## src/rtl/mmas_pkg.sv

```systemverilog
package mmas_pkg;

    // Field and datapath widths.
    localparam int SampleW  = 12;
    localparam int SumW     = 16;
    localparam int CfgW     = 16;
    localparam int DiffW    = CfgW + 1;
    localparam int ProdW    = SampleW + 1 + DiffW - 1;
    localparam int ScaleW   = 2 * SampleW + 6;
    localparam int NumW     = 32;
    localparam int MagW     = NumW - 1;
    localparam int QuotW    = 20;
    localparam int CfgIdxW  = 3;

    // Number of channels the register map always holds.
    localparam int NumCfgCh = 2;

    // Full-scale raw code that maps onto out_max.
    localparam int FullScale = 4095;

    // Saturation limits of the signed Q8.8 result.
    localparam logic signed [CfgW-1:0] SatMax = 16'sh7fff;
    localparam logic signed [CfgW-1:0] SatMin = 16'sh8000;

    // Reset values of the per-channel registers.
    localparam logic signed [CfgW-1:0] RstOutMin = 16'sd0;
    localparam logic signed [CfgW-1:0] RstOutMax = 16'sd25600;
    localparam logic signed [CfgW-1:0] RstOffset = 16'sd0;

    // Configuration register indexes.
    typedef enum logic [CfgIdxW-1:0] {
        CFG_CH0_OUT_MIN = 3'd0,
        CFG_CH0_OUT_MAX = 3'd1,
        CFG_CH0_OFFSET  = 3'd2,
        CFG_CH1_OUT_MIN = 3'd3,
        CFG_CH1_OUT_MAX = 3'd4,
        CFG_CH1_OFFSET  = 3'd5
    } t_cfg_idx;

    // Scaling registers of one channel.
    typedef struct packed {
        logic signed [CfgW-1:0] out_min;
        logic signed [CfgW-1:0] out_max;
        logic signed [CfgW-1:0] offset;
    } t_ch_cfg;

    // Item handed from the window stage to the scaling pipeline.
    typedef struct packed {
        logic                    ch;
        logic [SumW-1:0]         sum;
        logic signed [DiffW-1:0] diff;
        logic signed [DiffW-1:0] base;
    } t_win_item;

endpackage

```

## src/rtl/mmas_cfg.sv

```systemverilog
module mmas_cfg (
    input  logic                                       i_clk,
    input  logic                                       i_rst_n,
    input  logic                                       i_cfg_valid,
    output logic                                       o_cfg_ready,
    input  logic [mmas_pkg::CfgIdxW-1:0]               i_cfg_index,
    input  logic [mmas_pkg::CfgW-1:0]                  i_cfg_data,
    output mmas_pkg::t_ch_cfg [mmas_pkg::NumCfgCh-1:0] o_ch_cfg
);
    import mmas_pkg::*;

    t_ch_cfg [NumCfgCh-1:0] r_ch_cfg;
    t_ch_cfg [NumCfgCh-1:0] n_ch_cfg;

    // A write is taken in any cycle.
    assign o_cfg_ready = 1'b1;

    // Decode the register index; indexes beyond the map are dropped.
    always_comb begin
        n_ch_cfg = r_ch_cfg;
        if (i_cfg_valid) begin
            unique case (t_cfg_idx'(i_cfg_index))
                CFG_CH0_OUT_MIN: n_ch_cfg[0].out_min = i_cfg_data;
                CFG_CH0_OUT_MAX: n_ch_cfg[0].out_max = i_cfg_data;
                CFG_CH0_OFFSET:  n_ch_cfg[0].offset  = i_cfg_data;
                CFG_CH1_OUT_MIN: n_ch_cfg[1].out_min = i_cfg_data;
                CFG_CH1_OUT_MAX: n_ch_cfg[1].out_max = i_cfg_data;
                CFG_CH1_OFFSET:  n_ch_cfg[1].offset  = i_cfg_data;
                default:         n_ch_cfg = r_ch_cfg;
            endcase
        end
    end

    // Register file.
    always_ff @(posedge i_clk) begin
        if (!i_rst_n) begin
            for (int c = 0; c < NumCfgCh; c++) begin
                r_ch_cfg[c].out_min <= RstOutMin;
                r_ch_cfg[c].out_max <= RstOutMax;
                r_ch_cfg[c].offset  <= RstOffset;
            end
        end else begin
            r_ch_cfg <= n_ch_cfg;
        end
    end

    assign o_ch_cfg = r_ch_cfg;

endmodule

```

## src/rtl/mmas_window.sv

```systemverilog
module mmas_window #(
    parameter int CHANNELS  = 2,
    parameter int AVG_DEPTH = 8
) (
    input  logic                                       i_clk,
    input  logic                                       i_rst_n,
    input  logic                                       i_valid,
    output logic                                       o_ready,
    input  logic                                       i_channel,
    input  logic [mmas_pkg::SampleW-1:0]               i_raw_sample,
    input  mmas_pkg::t_ch_cfg [mmas_pkg::NumCfgCh-1:0] i_ch_cfg,
    output logic                                       o_valid,
    input  logic                                       i_ready,
    output mmas_pkg::t_win_item                        o_item
);
    import mmas_pkg::*;

    localparam int ChIdxW = (CHANNELS > 1) ? $clog2(CHANNELS) : 1;

    logic [SampleW-1:0] r_hist [CHANNELS][AVG_DEPTH];
    logic [SumW-1:0]    r_sum  [CHANNELS];
    logic               r_valid;
    t_win_item          r_item;
    t_win_item          n_item;
    logic [SumW-1:0]    n_sum;
    logic               w_ch;
    logic [ChIdxW-1:0]  w_idx;
    logic               w_accept;
    t_ch_cfg            w_cfg;

    // Channels beyond the configured count fold onto the last one.
    assign w_ch  = (CHANNELS < 2) ? 1'b0 : i_channel;
    assign w_idx = ChIdxW'(w_ch);

    // The stage register loads when empty or when it is drained.
    assign o_ready  = !r_valid || i_ready;
    assign w_accept = i_valid && o_ready;

    // Running sum: add the new sample, drop the one leaving the window.
    assign n_sum = r_sum[w_idx] + SumW'(i_raw_sample) - SumW'(r_hist[w_idx][AVG_DEPTH-1]);

    // Slope and intercept terms of the channel's linear map.
    always_comb begin
        w_cfg       = i_ch_cfg[w_ch];
        n_item.ch   = w_ch;
        n_item.sum  = n_sum;
        n_item.diff = {w_cfg.out_max[CfgW-1], w_cfg.out_max}
                    - {w_cfg.out_min[CfgW-1], w_cfg.out_min};
        n_item.base = {w_cfg.out_min[CfgW-1], w_cfg.out_min}
                    + {w_cfg.offset[CfgW-1], w_cfg.offset};
    end

    // Sample history, window sums and stage valid.
    always_ff @(posedge i_clk) begin
        if (!i_rst_n) begin
            for (int c = 0; c < CHANNELS; c++) begin
                for (int j = 0; j < AVG_DEPTH; j++) begin
                    r_hist[c][j] <= '0;
                end
                r_sum[c] <= '0;
            end
            r_valid <= 1'b0;
        end else begin
            if (w_accept) begin
                for (int j = AVG_DEPTH - 1; j > 0; j--) begin
                    r_hist[w_idx][j] <= r_hist[w_idx][j-1];
                end
                r_hist[w_idx][0] <= i_raw_sample;
                r_sum[w_idx]     <= n_sum;
            end
            if (o_ready) begin
                r_valid <= i_valid;
            end
        end
    end

    // Stage payload.
    always_ff @(posedge i_clk) begin
        if (w_accept) begin
            r_item <= n_item;
        end
    end

    assign o_valid = r_valid;
    assign o_item  = r_item;

`ifndef SYNTHESIS
    // An accepted sample lands at the head of its channel's history.
    a_hist_head: assert property (@(posedge i_clk) disable iff (!i_rst_n)
        w_accept |=> (r_hist[$past(w_idx)][0] == $past(i_raw_sample)))
        else $error("sample not written at the head of the history");

    // A held stage keeps its item while downstream is stalled.
    a_stage_hold: assert property (@(posedge i_clk) disable iff (!i_rst_n)
        (r_valid && !i_ready) |=> (r_valid && $stable(r_item)))
        else $error("window stage lost or changed a stalled transaction");

    // Reset clears channel 0's running sum.
    a_sum_reset: assert property (@(posedge i_clk)
        !i_rst_n |=> (r_sum[0] == '0))
        else $error("window sum not cleared by reset");
`endif

endmodule

```

## src/rtl/mmas_scale.sv

```systemverilog
module mmas_scale #(
    parameter int AVG_DEPTH = 8
) (
    input  logic                                    i_clk,
    input  logic                                    i_rst_n,
    input  logic                                    i_valid,
    output logic                                    o_ready,
    input  mmas_pkg::t_win_item                     i_item,
    output logic                                    o_valid,
    input  logic                                    i_ready,
    output logic                                    o_out_channel,
    output logic [mmas_pkg::SampleW-1:0]            o_average_raw,
    output logic signed [mmas_pkg::CfgW-1:0]        o_scaled_value
);
    import mmas_pkg::*;

    // Exact reciprocal for dividing a SumW-bit sum by AVG_DEPTH.
    localparam int DivShift = SumW + $clog2(AVG_DEPTH);
    localparam int DivProdW = SumW + DivShift + 1;
    localparam logic [DivShift:0] DivMul =
        (DivShift+1)'(((64'd1 << DivShift) + 64'(AVG_DEPTH) - 64'd1) / 64'(AVG_DEPTH));

    localparam int NumStages = 6;

    // Stage valids and load enables, stage 0 first, output stage last.
    logic [NumStages-1:0] r_valid;
    logic [NumStages-1:0] w_en;

    // Stage 0: average, slope, scaled intercept.
    logic                     r0_ch;
    logic [SampleW-1:0]       r0_avg;
    logic signed [DiffW-1:0]  r0_diff;
    logic signed [ScaleW-1:0] r0_base;
    // Stage 1: numerator.
    logic                     r1_ch;
    logic [SampleW-1:0]       r1_avg;
    logic signed [NumW-1:0]   r1_num;
    // Stage 2: sign and magnitude.
    logic                     r2_ch;
    logic [SampleW-1:0]       r2_avg;
    logic                     r2_neg;
    logic [MagW-1:0]          r2_mag;
    // Stage 3: quotient estimate.
    logic                     r3_ch;
    logic [SampleW-1:0]       r3_avg;
    logic                     r3_neg;
    logic [MagW-1:0]          r3_mag;
    logic [QuotW-1:0]         r3_qe;
    // Stage 4: corrected quotient magnitude.
    logic                     r4_ch;
    logic [SampleW-1:0]       r4_avg;
    logic                     r4_neg;
    logic [QuotW-1:0]         r4_q;
    // Output stage.
    logic                     r5_ch;
    logic [SampleW-1:0]       r5_avg;
    logic signed [CfgW-1:0]   r5_val;

    logic [DivProdW-1:0]      w_avg_prod;
    logic signed [ScaleW-1:0] w_base_ext;
    logic signed [ProdW-1:0]  w_prod;
    logic signed [NumW-1:0]   w_num;
    logic [MagW-1:0]          w_mag;
    logic [NumW-1:0]          w_est;
    logic signed [NumW-1:0]   w_rem;
    logic [QuotW-1:0]         w_q;
    logic signed [CfgW-1:0]   w_val;

    // Each stage loads when empty or when the next one loads.
    always_comb begin
        w_en[NumStages-1] = !r_valid[NumStages-1] || i_ready;
        for (int k = NumStages - 2; k >= 0; k--) begin
            w_en[k] = !r_valid[k] || w_en[k+1];
        end
    end

    assign o_ready = w_en[0];

    always_ff @(posedge i_clk) begin
        if (!i_rst_n) begin
            r_valid <= '0;
        end else begin
            if (w_en[0]) begin
                r_valid[0] <= i_valid;
            end
            for (int k = 1; k < NumStages; k++) begin
                if (w_en[k]) begin
                    r_valid[k] <= r_valid[k-1];
                end
            end
        end
    end

    // Window average by reciprocal multiply; intercept times full scale by shift.
    assign w_avg_prod = DivProdW'(i_item.sum) * DivProdW'(DivMul);
    assign w_base_ext = {{(ScaleW-DiffW){i_item.base[DiffW-1]}}, i_item.base};

    always_ff @(posedge i_clk) begin
        if (w_en[0]) begin
            r0_ch   <= i_item.ch;
            r0_avg  <= SampleW'(w_avg_prod >> DivShift);
            r0_diff <= i_item.diff;
            r0_base <= (w_base_ext <<< SampleW) - w_base_ext;
        end
    end

    // Numerator: intercept term plus average times slope.
    assign w_prod = $signed({1'b0, r0_avg}) * r0_diff;
    assign w_num  = {{(NumW-ProdW){w_prod[ProdW-1]}}, w_prod}
                  + {{(NumW-ScaleW){r0_base[ScaleW-1]}}, r0_base};

    always_ff @(posedge i_clk) begin
        if (w_en[1]) begin
            r1_ch  <= r0_ch;
            r1_avg <= r0_avg;
            r1_num <= w_num;
        end
    end

    // Split into sign and magnitude so the division truncates toward zero.
    assign w_mag = r1_num[NumW-1] ? MagW'(-r1_num) : r1_num[MagW-1:0];

    always_ff @(posedge i_clk) begin
        if (w_en[2]) begin
            r2_ch  <= r1_ch;
            r2_avg <= r1_avg;
            r2_neg <= r1_num[NumW-1];
            r2_mag <= w_mag;
        end
    end

    // Divide by 4095 = 2^12 - 1 through its series; low by at most one.
    assign w_est = NumW'(r2_mag) + NumW'(r2_mag >> SampleW) + NumW'(r2_mag >> (2 * SampleW));

    always_ff @(posedge i_clk) begin
        if (w_en[3]) begin
            r3_ch  <= r2_ch;
            r3_avg <= r2_avg;
            r3_neg <= r2_neg;
            r3_mag <= r2_mag;
            r3_qe  <= w_est[NumW-1:SampleW];
        end
    end

    // Remainder check fixes the estimate.
    assign w_rem = $signed({1'b0, r3_mag})
                 - $signed({r3_qe, {SampleW{1'b0}}})
                 + $signed(NumW'(r3_qe));
    assign w_q   = r3_qe + QuotW'(w_rem >= FullScale);

    always_ff @(posedge i_clk) begin
        if (w_en[4]) begin
            r4_ch  <= r3_ch;
            r4_avg <= r3_avg;
            r4_neg <= r3_neg;
            r4_q   <= w_q;
        end
    end

    // Restore the sign and saturate to 16 bits.
    always_comb begin
        if (r4_neg) begin
            if (r4_q > QuotW'(32768)) begin
                w_val = SatMin;
            end else begin
                w_val = CfgW'(-r4_q);
            end
        end else begin
            if (r4_q > QuotW'(32767)) begin
                w_val = SatMax;
            end else begin
                w_val = r4_q[CfgW-1:0];
            end
        end
    end

    always_ff @(posedge i_clk) begin
        if (w_en[5]) begin
            r5_ch  <= r4_ch;
            r5_avg <= r4_avg;
            r5_val <= w_val;
        end
    end

    assign o_valid        = r_valid[NumStages-1];
    assign o_out_channel  = r5_ch;
    assign o_average_raw  = r5_avg;
    assign o_scaled_value = r5_val;

`ifndef SYNTHESIS
    // The quotient estimate is never more than one below the true quotient.
    a_rem_range: assert property (@(posedge i_clk) disable iff (!i_rst_n)
        r_valid[3] |-> ((w_rem >= 0) && (w_rem < 2 * FullScale)))
        else $error("division estimate out of its correction range");

    // A stalled estimate stage keeps its operands.
    a_est_hold: assert property (@(posedge i_clk) disable iff (!i_rst_n)
        (r_valid[3] && !w_en[3]) |=> (r_valid[3] && $stable(r3_mag) && $stable(r3_qe)))
        else $error("stalled estimate stage changed");

    // A transaction taken from the window stage enters the first stage.
    a_first_load: assert property (@(posedge i_clk) disable iff (!i_rst_n)
        (i_valid && o_ready) |=> r_valid[0])
        else $error("transaction lost entering the scaling pipeline");
`endif

endmodule

```

## src/rtl/multichannel_moving_average_scaler.sv

```systemverilog
// Channel   Direction  Handshake                Payload
// input     in         i_valid / o_ready        i_channel, i_raw_sample
// result    out        o_valid / i_ready        o_out_channel, o_average_raw, o_scaled_value
// config    in         i_cfg_valid / o_cfg_ready i_cfg_index, i_cfg_data
//
// One transaction can be accepted every cycle unless all stages are full and i_ready is low;
// results pass the window stage and six scaling stages (average by reciprocal multiply,
// slope multiply, sign split, two-step division by 4095, saturation). Window history and
// sums update at accept, so samples of the same channel may follow back to back. Reset
// (synchronous, active low) clears the history, sums, pipeline valids and restores
// register defaults. Stages advance independently, so empty stages absorb new input
// while a result waits on i_ready.
module multichannel_moving_average_scaler #(
    parameter int CHANNELS  = 2,
    parameter int AVG_DEPTH = 8
) (
    input  logic                              i_clk,
    input  logic                              i_rst_n,
    input  logic                              i_valid,
    output logic                              o_ready,
    input  logic                              i_channel,
    input  logic [mmas_pkg::SampleW-1:0]      i_raw_sample,
    output logic                              o_valid,
    input  logic                              i_ready,
    output logic                              o_out_channel,
    output logic [mmas_pkg::SampleW-1:0]      o_average_raw,
    output logic signed [mmas_pkg::CfgW-1:0]  o_scaled_value,
    input  logic                              i_cfg_valid,
    output logic                              o_cfg_ready,
    input  logic [mmas_pkg::CfgIdxW-1:0]      i_cfg_index,
    input  logic [mmas_pkg::CfgW-1:0]         i_cfg_data
);
    import mmas_pkg::*;

    t_ch_cfg [NumCfgCh-1:0] w_ch_cfg;
    t_win_item              w_item;
    logic                   w_item_valid;
    logic                   w_item_ready;

    // Per-channel scaling registers.
    mmas_cfg u_cfg (
        .i_clk       (i_clk),
        .i_rst_n     (i_rst_n),
        .i_cfg_valid (i_cfg_valid),
        .o_cfg_ready (o_cfg_ready),
        .i_cfg_index (i_cfg_index),
        .i_cfg_data  (i_cfg_data),
        .o_ch_cfg    (w_ch_cfg)
    );

    // Sample history and running sums.
    mmas_window #(
        .CHANNELS  (CHANNELS),
        .AVG_DEPTH (AVG_DEPTH)
    ) u_window (
        .i_clk        (i_clk),
        .i_rst_n      (i_rst_n),
        .i_valid      (i_valid),
        .o_ready      (o_ready),
        .i_channel    (i_channel),
        .i_raw_sample (i_raw_sample),
        .i_ch_cfg     (w_ch_cfg),
        .o_valid      (w_item_valid),
        .i_ready      (w_item_ready),
        .o_item       (w_item)
    );

    // Averaging and linear scaling pipeline.
    mmas_scale #(
        .AVG_DEPTH (AVG_DEPTH)
    ) u_scale (
        .i_clk          (i_clk),
        .i_rst_n        (i_rst_n),
        .i_valid        (w_item_valid),
        .o_ready        (w_item_ready),
        .i_item         (w_item),
        .o_valid        (o_valid),
        .i_ready        (i_ready),
        .o_out_channel  (o_out_channel),
        .o_average_raw  (o_average_raw),
        .o_scaled_value (o_scaled_value)
    );

endmodule
```

## config.mk

```make
export PLATFORM = sky130hd
export DESIGN_NAME = multichannel_moving_average_scaler
export DESIGN_NICKNAME = d
export VERILOG_FILES = /design/src/rtl/mmas_pkg.sv /design/src/rtl/mmas_cfg.sv /design/src/rtl/mmas_window.sv /design/src/rtl/mmas_scale.sv /design/src/rtl/multichannel_moving_average_scaler.sv
export SDC_FILE = /design/constraint.sdc
export NUM_CORES = 2
export LEC_CHECK = 0
export BUFFER_PORTS_ARGS = -buffer_cell sky130_fd_sc_hd__buf_2
export CORE_MARGIN = 3
export CORE_UTILIZATION = 59
export DETAILED_ROUTE_END_ITERATION = 8
export PLACE_DENSITY = 0.75
export SYNTH_ARGS = -nofsm -noshare
export SYNTH_HDL_FRONTEND = slang
export SYNTH_SLANG_ARGS = --single-unit
```

## constraint.sdc

```tcl
create_clock -name i_clk -period 8.05 [get_ports i_clk]
set_input_delay 0.4025 -clock i_clk [delete_from_list [all_inputs] [get_ports i_clk]]
set_output_delay 0.4025 -clock i_clk [all_outputs]
set_load 0.02 [all_outputs]
```

Yosys cells after proc, flatten, opt, wreduce, memory -nomap -nowiden
Memories as Yosys holds them, arrays and structs flattened.
Index checks and enable logic that the tools add are counted.

word-level totals
  bits in registers = 430
  latch bits = 0
  memory bits (writable) = 224
  memory bits (read-only) = 0
  bits of input ports = 37
  output and inout port bits = 32
  logic and storage cells = 105
  memories kept = 2

memories
  name             words  width  rd ports  clocked after memory_dff  wr ports  line               source
  u_window.r_hist  2      96     1         0                         2         mmas_window.sv:20  logic [SampleW-1:0] r_hist [CHANNELS][AVG_DEPTH];
  u_window.r_sum   2      16     1         0                         2         mmas_window.sv:21  logic [SumW-1:0] r_sum [CHANNELS];

cells by class
  add/sub/neg operators = 13
  multiply operators = 1
  divide/modulo/power cells = 0
  magnitude comparators = 4
  equal/unequal tests = 5
  shift-type cells = 0
  multiplexer cells = 16
  bitwise operators = 0
  reduce and logical (&&, ||, !) cells = 24

operators by type and width
  operator                number
  $mux W48                2
  $mux W96                1
  $reduce_or A96 Y1       1
  $mux W16                4
  $add A31 B19 Y32        1
  $add A32 B21 Y32        1
  $add A32 B7 Y32         1
  $ge A32 B13 Y1 const B  1
  $sub A32 B32 Y32        1
  $add A29 B30 Y31        1
  $mux W31                1
  $neg A31 Y31            1
  $sub A29 B17 Y30        1
  $mul A13 B17 Y29        1
  $add A20 B1 Y20         1
  $gt A20 B15 Y1 const B  1
  $gt A20 B16 Y1 const B  1
  $add A16 B16 Y17        1
  $sub A16 B16 Y17        1
  $add A16 B12 Y16        1
  $neg A16 Y16            1
  $reduce_or A16 Y1       1
  $sub A16 B12 Y16        1
  $reduce_and A2 Y1       6
  9 further kinds         30

Depth between registers and ports, before layout
  depth after elaboration = 14
  gate-level depth with buffers = 32
  gate-level depth less buffers = 31

Cells and area by module
From an unflattened synthesis, not the netlist that was laid out.

second synthesis, totals
  cell total of the unflattened synthesis = 3550
  area total of the unflattened synthesis = 40162.3 µm²

by module, submodules not included
  module       times used  cells an instance  area an instance (µm²)
  mmas_scale   1           2208               23246.0
  mmas_window  1           1002               13372.8
  mmas_cfg     1           340                3543.4

Least setup slack after synthesis
OpenSTA, ideal clock, no wires.

  kind = flip-flop to flip-flop
  start = register u_scale.r_valid[5]
  end = memory u_window.r_hist[0][0] (netlist bit), enable pin
  setup time = 0.474 ns
  arrival = 6.869 ns
  setup slack = 0.708 ns
  cell stages (with the launch flop) = 11
  clock period less this slack = 7.342 ns
  path through = dfxtp_1 > nor2b_1 > and2_1 > and3_1 > and3_1 > a21oi_1 > nand2_1 > or2_2 > clkbuf_1 > clkbuf_1 > nand2_1

RTL lines
  item                             line               source
  start, declared                  mmas_scale.sv:26   logic [NumStages-1:0] r_valid;
  start signal, assigned by index  mmas_scale.sv:88   r_valid[k] <= r_valid[k-1];
  end, declared                    mmas_window.sv:20

Worst setup path after layout
  start = register u_scale.r0_diff[9]
  end = register, netlist name u_scale.r1_num[30]

between the ends
  longest elaborated chain between the ends = 2

RTL lines
  item                         line               source
  start, declared              mmas_scale.sv:32   logic signed [DiffW-1:0] r0_diff;
  start signal, assigned       mmas_scale.sv:102  r0_diff <= i_item.diff;
  $mul A13 B17 Y29             mmas_scale.sv:108  assign w_prod = $signed({1'b0, r0_avg}) * r0_diff;
  $add A29 B30 Y31             mmas_scale.sv:110  + {{(NumW-ScaleW){r0_base[ScaleW-1]}}, r0_base};
  named net u_scale.w_num[30]  mmas_scale.sv:62   logic signed [NumW-1:0] w_num;

The timed path passes the listed nets, and every way through them passes these cells.
A chain may end at the register's enable or synchronous reset.

==> results.json <==
{
  "gp_congestion": 0.938,
  "critical_path_arrival_ps": 7920,
  "slew_headroom_pct": 25.6,
  "setup_viol": 0,
  "skew_ps": 34.2,
  "num_rows": 94,
  "cts_setup_buffers": 0,
  "overflow": 0,
  "syn_area_um2": 39500,
  "ys_seq_area_share_pct": 46.8,
  "status": "complete, no violations",
  "period_minus_slack_ps": 7560,
  "clock_sinks": 649,
  "hold_path_class": "in -> reg",
  "tritoncts": "built",
  "root_buffer": "clkbuf_16",
  "r2r_slack_ps": 490,
  "boundaryPins": 69,
  "critPathRequiredTime_ps": 8410,
  "insertion_delay_ps": 630,
  "cp-start-kind": "register",
  "ys.flop_type": "edfxtp_1",
  "avgRoutedWirePerCell_um": 18.2,
  "hold-path-cell-count": 3,
  "synth.net_count": 4062,
  "cp_max_fo": 12,
  "drt-total-wl_um": 82900,
  "fmax_mhz": 132,
  "wl_met2_um": 41600,
  "drc_errors": 0,
  "htree_levels": 3,
  "antenna_cells": 0,
  "die_area_um2": 70000,
  "synth.avg_cell_area_um2": 11.1,
  "hold_path.startpoint": "i_cfg_data[12]",
  "r2r-start": "u_scale.r0_diff[9]",
  "layout.nets": 4136,
  "final_core_util_pct": 65.4,
  "viasPerCell": 5.53,
  "grt_first_pass_wirelength_um": 136000,
  "holdPathEnd": "u_cfg.o_ch_cfg[76]",
  "antenna_found_initial": 1,
  "ys_types": 75,
  "report.final.slew_viol_count": 0,
  "topRoutingLayerUsed": "met5",
  "synth_cells": 3561,
  "drive_gt1_share_pct": 7.80,
  "yosys_warnings": 0,
  "grt_max_degree": 105,
  "crit_slowest_cell": "edfxtp_1",
  "grt_pass1_vias": 26000,
  "nFillCells": 5112,
  "ctsHoldBuffers": 0,
  "die_h_um": 265,
  "first_iter_violations": 1491,
  "drt-pass1-iter-count": 5,
  "hpwl_um": 61100,
  "slowest_delay_ps": 560,
  "cts_made_buffers": 70,
  "hold_violations": 0,
  "multiInputGateArea_um2": 18900,
  "ant_nets": 0,
  "clkTransAtPathRegs_ps": 60,
  "track_usage_pct": 24.4,
  "die_w_um": 265,
  "regArea_um2": 18500,
  "endpoint_kind": "register",
  "crit_top_cell": "fa_1",
  "worst-setup-path-type": "reg -> reg",
  "coreArea_um2": 66000,
  "ys_ff_latch": 649,
  "maxCapViolations": 0,
  "wl_met3_um": 3130,
  "area_growth_pct": 9.29,
  "vias": 25200,
  "synth_edf_count": 546,
  "synthArstFlopShare_pct": 0,
  "rr_worst_depth": 29,
  "io_buffers": 67,
  "worst_pin_slew_ps": 1110,
  "start_util_pct": 59.8,
  "period_share_pct": 93.9,
  "critPathLaunch": "u_scale.r0_diff[9]",
  "met1Wirelength_um": 34900,
  "cts_buffer_depth": 3,
  "r2r_end": "u_scale.r1_num[30]"
}
[registers in the layout (all words and copies together) (netlist names), 30 cells and up]
name,cells
u_cfg.o_ch_cfg,96
u_scale.r0_base,30
u_scale.r1_num,31
u_scale.r2_mag,31
u_scale.r3_mag,31
u_window.o_item,47
u_window.r_hist,192
u_window.r_sum,30
[routing by layer]
metal,vias to the layer above,GRT usage [%]
li1,12300,-
met1,12200,30.7
met5,-,0
met3,159,3.20
met4,2,9.96
met2,492,42.9
[stage by stage]
stage | setup WS (ps) | instance area [um2] | setup TNS, ps | instances | hold slack, ps
floorplan | 708 | 39500 | 0 | 3561 | 400
CTS | 245 | 43100 | 0 | 4555 | 63.2
detailed placement | 385 | 40800 | 0 | 4427 | 405
global route | -8.07 | 43100 | -8.07 | 4555 | 86.6
finish | 488 | 43100 | 0 | 4555 | 95.7
global placement | 453 | 40800 | 0 | 4427 | 400
[worst max-delay path: cells and delay by family, from the launching register on]
family / cells / cell delay (ps)
AND/OR/NAND/NOR: 6 / 1310
flip-flops: 1 / 560
adder cells (fa/ha/maj): 7 / 3180
buffers and inverters: 4 / 190
XOR/XNOR: 1 / 90
AO/OA/AOI/OAI: 11 / 1960
[logic make-up (layout without fill, tap and decap cells)]
group                    after synthesis  in the layout  share of synthesized area [%]
AND/OR/NAND/NOR                     1010           1010                           12.3
flip-flops                           649            649                           46.8
AO/OA/AOI/OAI                        598            598                           10.4
buffers and inverters                577            707                           5.50
adder cells (fa/ha/maj)              464            464                           18.8
XOR/XNOR                             184            184                           4.08
multiplexers                          78             78                           2.11
other                                  1              1                        0.00950
[cell usage after synthesis (17+ instances only)]
cell	count	area share, %
edfxtp_1	546	42
inv_1	469	4.5
nand2_1	402	3.8
ha_1	250	7.9
fa_1	214	11
and2_1	198	3.1
nor2_1	161	1.5
a21o_1	144	2.7
xnor2_1	134	3.0
a21oi_1	103	1.3
dfxtp_1	103	5.2
a21boi_0	100	1.9
clkbuf_1	98	0.93
o21ai_0	82	1.0
nand3_1	61	0.77
xor2_1	50	1.1
nor3_1	49	0.62
mux2_2	42	1.2
mux2i_1	36	0.91
o21a_1	28	0.53
nand2b_1	25	0.40
o21bai_1	24	0.46
nor2b_1	19	0.30
and3_1	17	0.27
o31ai_1	17	0.32
[area by class of cell]
class                      count  share of cell area, %
clock inverter                44                   1.06
sequential                   649                   42.8
multi-input combinational   2335                   43.8
tap                          864                   2.51
clock buffer                  84                   4.21
inverter                     469                   4.08
timing repair buffer         110                   1.53
[cells in the final DEF (no fill, tap or decap), types with 49 or more instances in the layout]
cell and n:
edfxtp_1 546, nor2_1 160, ha_1 250, a21o_1 144, and2_1 198, nand3_1 61
inv_1 467, xor2_1 50, clkbuf_16 70, nor3_1 49, fa_1 214, buf_2 66
dfxtp_1 103, xnor2_1 134, a21boi_0 100, a21oi_1 98, nand2_1 398, o21ai_0 82
[worst max-delay path by stage]
stage	to	slack [ps]	cells after the start
after CTS	u_scale.r1_num[30]	240	30
final	u_scale.r1_num[30]	490	29
after floorplan	u_window.r_hist[0][0]	710	10
after global routing	u_scale.r1_num[30]	-8	30
after detailed placement	u_scale.r1_num[30]	380	30
after global placement	u_scale.r1_num[30]	450	29
[timing repair]
item | in CTS | in global routing
hold endpoints to repair | 0 | 0
endpoints found under the setup margin | 0 | 3
gates resized for setup | 0 | 5
Power is not shown: default switching activity piles up to over one toggle a cycle in this logic, so the estimate is an artifact.
